**src/sv/bmsort_pkg.sv**
```systemverilog
// Package for the bottom-up merge sorter: payload word types and sequencer states.
// No dependencies. Imported by sv/bottom_up_merge_sort.sv.
`timescale 1ns / 1ps
`default_nettype none

package bmsort_pkg;

  // One loaded value. A set bit in last_in closes the set.
  typedef struct packed {
    logic signed [31:0] value;
    logic               last_in;
  } item_t;

  // One sorted result word.
  typedef struct packed {
    logic signed [31:0] sorted_value;
    logic               last_out;
    logic               overflow;
  } result_t;

  typedef enum logic [1:0] {
    ST_IDLE,
    ST_PRIME,
    ST_MERGE,
    ST_EMIT
  } state_t;

endpackage

`default_nettype wire

```
**src/sv/bottom_up_merge_sort.sv**
```systemverilog
// Bottom-up merge sorter top level: load, merge passes and emit around two store memories.
// Depends on bmsort_pkg (item_t, result_t, state_t).
// Load: one word per cycle while busy is low; busy rises after the word that carries last_in.
// Sort: P = ceil(log2(n)) merge passes for n words stored, each set up in ST_PRIME. Then n results
// on consecutive cycles, one strobe each. Sorting is paced by the single merge unit, which writes
// one word per cycle; busy stays high, so no new set is taken until the last result is out.
// Reset (rst, synchronous) clears the sequencer, word count and drop flag; store contents are kept.
`timescale 1ns / 1ps
`default_nettype none

module bottom_up_merge_sort #(
  parameter int CAPACITY = 16
) (
  input  wire                  clk,
  input  wire                  rst,
  input  wire                  start,
  output logic                 busy,
  input  bmsort_pkg::item_t    item,
  output logic                 strobe,
  output bmsort_pkg::result_t  result
);

  import bmsort_pkg::*;

  // Count must hold CAPACITY itself; sums of an index and two run widths need two more bits.
  localparam int CNT_W  = $clog2(CAPACITY + 1);
  localparam int ADDR_W = (CAPACITY > 1) ? $clog2(CAPACITY) : 1;
  localparam int WID_W  = CNT_W + 1;
  localparam int SUM_W  = CNT_W + 2;

  // Two stores. The merge reads the source store at the left and right run heads and
  // writes the destination store; src_sel swaps their roles after every pass.
  logic signed [31:0] mem_a [CAPACITY];
  logic signed [31:0] mem_b [CAPACITY];
  logic signed [31:0] a_q_l, a_q_r, b_q_l, b_q_r;

  state_t             state, state_next;
  logic [CNT_W-1:0]   count, count_next;     // words stored in the current set
  logic               dropped, dropped_next; // a word was dropped from the current set
  logic               ovf, ovf_next;         // overflow mark for the set being sorted
  logic [CNT_W-1:0]   n, n_next;             // size of the set being sorted
  logic               src_sel, src_sel_next; // 0: mem_a is source, 1: mem_b is source
  logic [WID_W-1:0]   width, width_next;     // current run width
  logic [CNT_W-1:0]   l, l_next;             // left head; also the emit index
  logic [CNT_W-1:0]   r, r_next;             // right head
  logic [CNT_W-1:0]   k, k_next;             // merge write index
  logic [CNT_W-1:0]   mid, mid_next;         // end of left run
  logic [CNT_W-1:0]   hi, hi_next;           // end of right run

  logic signed [31:0] dl, dr, wdata;
  logic               take_l, seg_done, pass_done, is_full, accept, last_emit;
  logic               a_we, b_we;
  logic [ADDR_W-1:0]  a_waddr;
  logic signed [31:0] a_wdata;
  logic [SUM_W-1:0]   sum_mid, sum_hi, n_wide;

  // Heads of the two runs, registered out of the source store.
  assign dl = src_sel ? b_q_l : a_q_l;
  assign dr = src_sel ? b_q_r : a_q_r;

  assign accept    = start && !busy;
  assign is_full   = (count == CNT_W'(CAPACITY));
  assign n_wide    = SUM_W'(n);
  assign last_emit = (l == n - CNT_W'(1));

  // Left wins ties, which keeps the sort stable.
  assign take_l    = (l < mid) && ((r >= hi) || (dl <= dr));
  assign wdata     = take_l ? dl : dr;
  assign seg_done  = ((k + CNT_W'(1)) == hi);
  assign pass_done = seg_done && (hi == n);

  // Next state.
  always_comb begin
    state_next = state;
    unique case (state)
      ST_IDLE: begin
        if (accept && item.last_in) state_next = ST_PRIME;
      end
      ST_PRIME: begin
        state_next = (width >= WID_W'(n)) ? ST_EMIT : ST_MERGE;
      end
      ST_MERGE: begin
        if (pass_done) state_next = ST_PRIME;
      end
      ST_EMIT: begin
        if (last_emit) state_next = ST_IDLE;
      end
      default: state_next = ST_IDLE;
    endcase
  end

  // Datapath and outputs.
  always_comb begin
    count_next   = count;
    dropped_next = dropped;
    ovf_next     = ovf;
    n_next       = n;
    src_sel_next = src_sel;
    width_next   = width;
    l_next       = l;
    r_next       = r;
    k_next       = k;
    mid_next     = mid;
    hi_next      = hi;
    a_we         = 1'b0;
    b_we         = 1'b0;
    a_waddr      = k[ADDR_W-1:0];
    a_wdata      = wdata;
    sum_mid      = SUM_W'(hi) + SUM_W'(width);
    sum_hi       = SUM_W'(hi) + (SUM_W'(width) << 1);
    busy         = (state != ST_IDLE);
    strobe       = 1'b0;
    result.sorted_value = dl;
    result.last_out     = last_emit;
    result.overflow     = ovf;

    unique case (state)
      ST_IDLE: begin
        if (accept) begin
          // Store the word while there is room, else drop it and mark the set.
          if (!is_full) begin
            a_we       = 1'b1;
            a_waddr    = count[ADDR_W-1:0];
            a_wdata    = item.value;
            count_next = count + CNT_W'(1);
          end else begin
            dropped_next = 1'b1;
          end
          if (item.last_in) begin
            n_next       = is_full ? count : count + CNT_W'(1);
            ovf_next     = dropped || is_full;
            count_next   = '0;
            dropped_next = 1'b0;
            src_sel_next = 1'b0;
            width_next   = WID_W'(1);
          end
        end
      end
      ST_PRIME: begin
        // Set up the first pair of runs of a pass, or the emit index.
        sum_mid = SUM_W'(width);
        sum_hi  = SUM_W'(width) << 1;
        l_next  = '0;
        k_next  = '0;
        if (width < WID_W'(n)) begin
          mid_next = (sum_mid < n_wide) ? sum_mid[CNT_W-1:0] : n;
          hi_next  = (sum_hi < n_wide) ? sum_hi[CNT_W-1:0] : n;
          r_next   = mid_next;
        end
      end
      ST_MERGE: begin
        // Write the winner to the destination store and advance its head.
        if (src_sel) a_we = 1'b1;
        else b_we = 1'b1;
        l_next = l + CNT_W'(take_l);
        r_next = r + CNT_W'(!take_l);
        k_next = k + CNT_W'(1);
        if (pass_done) begin
          width_next   = width << 1;
          src_sel_next = !src_sel;
        end else if (seg_done) begin
          // Move to the next pair of runs.
          mid_next = (sum_mid < n_wide) ? sum_mid[CNT_W-1:0] : n;
          hi_next  = (sum_hi < n_wide) ? sum_hi[CNT_W-1:0] : n;
          l_next   = hi;
          r_next   = mid_next;
        end
      end
      ST_EMIT: begin
        // The read issued on the previous edge is the word shown this cycle.
        strobe = 1'b1;
        l_next = l + CNT_W'(1);
      end
      default: begin
        busy = 1'b1;
      end
    endcase
  end

  // Store memories: one write port, two registered read ports at the next head addresses.
  always_ff @(posedge clk) begin
    if (a_we) mem_a[a_waddr] <= a_wdata;
    a_q_l <= mem_a[l_next[ADDR_W-1:0]];
    a_q_r <= mem_a[r_next[ADDR_W-1:0]];
  end

  always_ff @(posedge clk) begin
    if (b_we) mem_b[k[ADDR_W-1:0]] <= wdata;
    b_q_l <= mem_b[l_next[ADDR_W-1:0]];
    b_q_r <= mem_b[r_next[ADDR_W-1:0]];
  end

  // Control registers.
  always_ff @(posedge clk) begin
    if (rst) begin
      state   <= ST_IDLE;
      count   <= '0;
      dropped <= 1'b0;
    end else begin
      state   <= state_next;
      count   <= count_next;
      dropped <= dropped_next;
    end
  end

  // Sort registers; only meaningful once a set is closed.
  always_ff @(posedge clk) begin
    ovf     <= ovf_next;
    n       <= n_next;
    src_sel <= src_sel_next;
    width   <= width_next;
    l       <= l_next;
    r       <= r_next;
    k       <= k_next;
    mid     <= mid_next;
    hi      <= hi_next;
  end

endmodule

`default_nettype wire

```
**config.mk**
```make
export PLATFORM = sky130hd
export DESIGN_NAME = bottom_up_merge_sort
export DESIGN_NICKNAME = d
export VERILOG_FILES = /design/src/sv/bmsort_pkg.sv /design/src/sv/bottom_up_merge_sort.sv
export SDC_FILE = /design/constraint.sdc
export NUM_CORES = 2
export LEC_CHECK = 0
export BUFFER_PORTS_ARGS = -buffer_cell sky130_fd_sc_hd__buf_2
export CAP_MARGIN = 10
export CORE_AREA = 2 2 390 470
export DETAILED_ROUTE_END_ITERATION = 8
export DIE_AREA = 0 0 392 472
export HOLD_SLACK_MARGIN = 0.08
export SLEW_MARGIN = 0
export SYNTH_ARGS = -nofsm -noshare
export SYNTH_HDL_FRONTEND = slang
export SYNTH_SLANG_ARGS = --single-unit
export TNS_END_PERCENT = 100
```
**constraint.sdc**
```tcl
create_clock -name clk -period 6.21 [get_ports clk]
set_input_delay 0.9315 -clock clk [delete_from_list [all_inputs] [get_ports clk]]
set_output_delay 0.9315 -clock clk [all_outputs]
set_load 0.01 [all_outputs]
```
After elaboration in Yosys (flattened, before gate mapping)
Memories as Yosys holds them, arrays and structs flattened. A register that Yosys moved wholly into a read port is not among the register bits.
Cells that the tools add are included.
Widths: inputs -> output; s select.
- bits of input ports: 36
- register bits after elaboration: 46
- memories: 2
- memory bits (writable): 1024
- output and inout port bits: 36
- magnitude comparators: 9
- reductions and logical operators: 22
- multiplexer cells: 57
- equal/unequal tests: 15
- $add $sub $neg: 8
- memory list (name ; words ; width ; read ports ; clocked after memory_dff ; wr ports ; RTL line ; RTL):
    mem_a ; 16 ; 32 ; 2 ; 2 ; 1 ; bottom_up_merge_sort.sv:33 ; logic signed [31:0] mem_a [CAPACITY];
    mem_b ; 16 ; 32 ; 2 ; 2 ; 1 ; bottom_up_merge_sort.sv:34 ; logic signed [31:0] mem_b [CAPACITY];
- operators with widths (operator ; number):
    $mux 32 ; 6
    $mux 5 ; 17
    $pmux 5 s2 ; 4
    $le 32x32->1 ; 1
    $lt 7x5->1 ; 3
    $mux 6 ; 3
    $mux 1 ; 16
    $ne 2x2->1 const B ; 8
    $add 5x1->5 const B ; 3
    $eq 5x5->1 ; 3
    $pmux 5 s3 ; 1
    $lt 6x5->1 ; 2
    $mux 4 ; 3
    $pmux 6 s2 ; 1
    $add 5x1->5 ; 2
    $reduce_and 3->1 ; 3
    $pmux 2 s4 ; 1
    $reduce_and 4->1 ; 2
    $reduce_bool 2->1 ; 4
    $add 5x6->7 ; 1
    $add 5x7->7 ; 1
    $ge 6x5->1 ; 1
    $mux 2 ; 3
    $eq 5x5->1 const B ; 1
    12 further kinds ; 21

Logic depth before layout (Yosys ltp)
- depth after elaboration: 9
- depth in mapped cells: 26

Least setup slack after synthesis
No wires, ideal clock.
- path type: register to register
- from: register src_sel
- to: register a_q_l[1], read port of mem_a
- required time: 6.076 ns
- stages on the path, launching flop included: 24
- path slack: 0.062 ns
- period minus slack after synthesis: 6.148 ns
- arrival time: 6.014 ns
- buffers on the path: 6
- cells stage by stage: edfxtp_1 > clkbuf_1 > clkbuf_1 > buf_1 > mux2i_1 > inv_1 > ha_1 > and3_1 > nand4_1 > nor4_1 > o21ai_0 > o221a_2 > nand2_1 > o211ai_1 > inv_1 > clkbuf_1 > ha_1 > mux2_1 > o31ai_1 > buf_2 > buf_1 > mux2i_1 > o22ai_1 > or4_1
- RTL lines (what ; RTL line ; RTL):
    start: declaration ; bottom_up_merge_sort.sv:42 ; logic src_sel, src_sel_next;
    start signal: assignment ; bottom_up_merge_sort.sv:210 ; src_sel <= src_sel_next;
    end: declaration ; bottom_up_merge_sort.sv:35 ; logic signed [31:0] a_q_l, a_q_r, b_q_l, b_q_r;

Worst setup path in the final report
- from: register src_sel
- to: register b_q_l[12], read port of mem_b
- longest elaborated chain between the ends: 8
- elaborated cells on any way between the ends: 9
- ends and longest elaborated chain (what ; RTL line ; RTL):
    $mux 32 (on tied branches) ; bottom_up_merge_sort.sv:58, bottom_up_merge_sort.sv:59 ;
    $le 32x32->1 (*) ; bottom_up_merge_sort.sv:67 ; assign take_l = (l < mid) && ((r >= hi) || (dl <= dr));
    $logic_or 1x1->1 (*) ; bottom_up_merge_sort.sv:67 ;
    $logic_and 1x1->1 (*) ; bottom_up_merge_sort.sv:67 ;
    $add 5x1->5 (*) ; bottom_up_merge_sort.sv:155 ; l_next = l + CNT_W'(take_l);
    $mux 5 ; bottom_up_merge_sort.sv:161 ; end else if (seg_done) begin
    $mux 5 (*) ; bottom_up_merge_sort.sv:158 ; if (pass_done) begin
    $pmux 5 s3 (*) ; bottom_up_merge_sort.sv:117 ; unique case (state)
    end: declaration ; bottom_up_merge_sort.sv:35 ;
Every way passes the cells marked *; elsewhere a longest branch is shown, timed or not.
A chain may end at the register's enable or synchronous reset.

==> PnR_summary.wiki <==
{| class="wikitable"
! Metric !! Value
|-
| Run status || completed
|-
| Most frequently used flop master after synthesis || sky130_fd_sc_hd__edfxtp_1
|-
| Area of placed instances || around 0.060 mm2
|-
| Overall power consumption || 40.0 mW
|-
| Area of the multi-input gates || just under 0.02 mm2
|-
| Count of flip-flops with a built-in enable after synthesis || around 1100
|-
| Most congested layer reported by global routing || met2
|-
| Cell Chain, Critical Path || buf_12, buf_4, mux2i_1, inv_1, ha_1, o21ai_0, a211oi_1, o21ai_0, o21a_1, o211ai_1, inv_2, ha_1, mux2_1, o31ai_4, buf_12, buf_12, buf_4, mux2i_1, o22ai_1, or4_1
|-
| Crit Path Category || reg2reg
|-
| Largest net degree at the start of global routing || roughly 100
|-
| Global-route track usage on met2 || 0.318
|-
| Average wire per standard cell || 27.3 um
|-
| Cell type with the highest occurrence count on the critical path || sky130_fd_sc_hd__buf_12
|-
| Die height || approximately 470 um
|-
| Relative contribution of combinational cells to total power || 0.488
|-
| Core area || 0.180 mm2
|-
| Global route total overflow || 0
|-
| DRC violation total after the first TritonRoute iteration || ~5300
|-
| Hold Crit Start || rst
|-
| CP required || 6.82 ns
|-
| Critical path's slowest cell || sky130_fd_sc_hd__or4_1
|-
| Wire length of the first global-routing pass || 270000 um
|-
| Clock latency at the later pin of the worst-skew pair || 0.76 ns
|-
| Final Slew Violations || 0
|-
| Worst Clk Skew || 0.0436 ns
|-
| Kind of end point of the critical path || flip-flop
|-
| Worst Path Arrival || 6.60 ns
|-
| Worst-case clock buffer depth || 3
|-
| Post-route fraction of the period consumed by the critical path || 0.964
|-
| H-tree Lvls || 3
|-
| Finished Core Util || 0.357
|-
| Global routing met1 resource utilization || 0.252
|-
| Synth top area cells || sky130_fd_sc_hd__edfxtp_1 (57%), sky130_fd_sc_hd__mux2i_1 (11%), sky130_fd_sc_hd__dfxtp_1 (5.2%)
|-
| Yosys warnings || 0
|-
| Gp weighted congestion || just over 0.9
|-
| Detailed placer's ending HPWL || around 120000 um
|-
| Max Freq || 167 MHz
|-
| Power density relative to cell area || between 600 and 700 mW/mm2
|-
| Fill cells || roughly 17000
|-
| Synthesized instance count || 4388
|-
| Cell-internal power || 23.6 mW
|-
| Maximum Capacitance Violations || 0
|-
| Post-synth ARST share || 0
|-
| Share of post-route cells with drive strength above 1 || 0.124
|-
| Classification of the worst-slack hold path || in2reg
|-
| Cells on Worst Hold Path || 2
|-
| Flops & latches, synth || 1198
|-
| Biggest area consumer among synthesized cells || sky130_fd_sc_hd__edfxtp_1
|-
| Via count of the first global-routing pass || approximately 39000
|-
| Final number of setup-violating endpoints || 0
|-
| Initial antenna violation count || 7
|-
| Clock transition at the registers of the reported paths || 0.06 ns
|-
| Register area || about 0.035 mm2
|-
| Starting Density || 0.309
|-
| Endpoints failing hold || 0
|-
| Detailed-route DRC error count || 0
|-
| Area of the die || 0.185 mm2
|-
| Ports placed on the boundary || 72
|-
| Total number of vias || 40319
|-
| Total Routed Length || about 190000 um
|-
| Met3 Use GR || 0.0450
|-
| Sequential group share of total power || 0.325
|-
| CP startpoint kind || flip-flop
|-
| Pin slew with the least headroom to its limit || 1.19 ns
|-
| Maximum vdd drop || 0.411 mV
|-
| Sw Pwr || 16.4 mW
|-
| Total iterations of the first detailed-routing run || 6
|-
| Post-layout instance area || ~0.064 mm2
|-
| Commonest non-fill, non-tap cell in the layout || sky130_fd_sc_hd__edfxtp_1
|-
| Synthesized area per cell || approximately 13 um2
|-
| Largest incremental delay on the critical path || 0.55 ns
|-
| Destination of the worst register-to-register timing path || b_q_l[12]
|-
| Global-route usage over all layers || 0.199
|-
| Yosys top cell area share || 0.569
|-
| Die width || 392 um
|-
| CTS sink cnt || 1198
|-
| Commonest cells after routing, fill and taps aside || sky130_fd_sc_hd__edfxtp_1 (1054), sky130_fd_sc_hd__mux2i_1 (619), sky130_fd_sc_hd__a21oi_1 (540)
|-
| CTS buffer count || 120
|-
| Setup tns final || 0 ns
|-
| Top fanout value on the critical path || 20
|-
| Relative max-transition margin || 0.206
|-
| Sequential share of the synthesized area || 0.621
|-
| Switching share of power || 0.410
|-
| Setup repair after global routing missed its margin || false
|-
| TritonCTS clock tree || built
|-
| Minimum setup slack among reg-to-reg paths || 0.22 ns
|-
| Number of nets produced by synthesis || ~4500
|-
| Final critical delay including setup and external delays || between 5 and 6 ns
|-
| Number of buffers added for setup after CTS || 0
|-
| Portion of total power attributed to the clock network || 0.188
|-
| Via-to-Cell Ratio || approximately 5.8
|-
| Netlist Area Pre-Place || 0.0556 mm2
|-
| Leakage power of the design || 23.3 nW
|-
| Number of library cell types mapped by synthesis || 65
|-
| Signed area change from the synthesized netlist to the final layout || 15.5%
|-
| Port buffer count || 71
|-
| FF-to-FF Start || src_sel
|-
| Depth of the most critical reg-to-reg path || 20
|-
| FP Rows || around 170
|-
| Worst min-delay path endpoint || count[1]
|-
| Worst-case hold slack || 0.495 ns
|-
| Final layout net count || 4570
|-
| Clock root buffer || sky130_fd_sc_hd__clkbuf_16
|-
| Remaining antenna violation count || 0
|}
-- sequential cells by signal, indices dropped and copies added, names as in the netlist, 6 cells and up --
signal / cells
mem_b: 512
b_q_r: 32
b_q_l: 32
width: 6
a_q_r: 32
a_q_l: 32
mem_a: 512
-- worst max-delay path by stage --
stage             from        end  cells past startpoint
2_1_floorplan  src_sel   a_q_l[1]                     23
3_3_place_gp   src_sel   a_q_l[9]                     21
3_5_place_dp   src_sel  b_q_l[12]                     21
4_1_cts        src_sel  b_q_l[12]                     21
5_1_grt        src_sel  b_q_l[12]                     20
6_report       src_sel  b_q_l[12]                     20
-- Yosys cell counts, types with 24 or more instances --
master                        n
sky130_fd_sc_hd__nor2_1      58
sky130_fd_sc_hd__a221oi_1   256
sky130_fd_sc_hd__xnor2_1     24
sky130_fd_sc_hd__or4_1      128
sky130_fd_sc_hd__mux2i_1    619
sky130_fd_sc_hd__mux2_2      36
sky130_fd_sc_hd__o21ai_0     27
sky130_fd_sc_hd__buf_2      151
sky130_fd_sc_hd__a21oi_1    540
sky130_fd_sc_hd__o22ai_1    256
sky130_fd_sc_hd__and2_1      24
sky130_fd_sc_hd__ha_1        84
sky130_fd_sc_hd__nand2_1    543
sky130_fd_sc_hd__clkbuf_1   139
sky130_fd_sc_hd__dfxtp_1    144
sky130_fd_sc_hd__inv_1       74
sky130_fd_sc_hd__edfxtp_1  1054
-- power by group through the flow --
stage	clock network, mW	registers (mW)	logic [mW]
final	7.50	13.0	19.5
after CTS	7.57	13.0	19.2
after detailed placement	0	13.1	19.1
after floorplan	0	12.7	12.0
after global placement	0	13.1	18.9
after global routing	7.87	13.0	20.5
-- cell families after synthesis --
family | synth area share
buffers and inverters | 0.0342
xor gates and xnor gates | 0.00596
DFF | 0.621
adders and majority gates | 0.0196
and+or+nand+nor | 0.0715
muxes | 0.119
AOI/OAI and AO/OA | 0.129
-- through the flow --
step           setup slack [ns]  cells
2_1_floorplan            0.0615   4388
3_3_place_gp              0.374   6748
3_5_place_dp              0.318   6748
4_1_cts                   0.300   6975
5_1_grt                  0.0486   6976
6_report                  0.222   6976
-- critical path: cells and delay by family, from the launching register on --
family                     cells  cell delay, ns
AOI/OAI and AO/OA              7            1.82
DFF                            1            0.47
and+or+nand+nor                1            0.55
adders and majority gates      2            0.67
muxes                          3            0.80
buffers and inverters          7            1.47
-- cell type report --
type                    instances  share of cell area
clock inverters                63              0.0109
clock buffers                 164              0.0523
inverters                      77             0.00473
diodes                          1           0.0000389
well taps                    2422              0.0472
multi-input cells            2775               0.303
repair buffers                276              0.0445
flip-flops and latches       1198               0.537
-- repair_timing --
action	in CTS	in global routing
gates resized for setup	0	1
hold buffers	0	0
setup endpoints to repair	0	21
-- per-layer routing --
layer | vias to the layer above | routed length [um]
li1 | 17203 | -
met1 | 20363 | 74100
met2 | 2210 | 87300
met3 | 539 | 19000
met4 | 4 | 10100
met5 | - | 27
(Power assumes the default switching activity.)
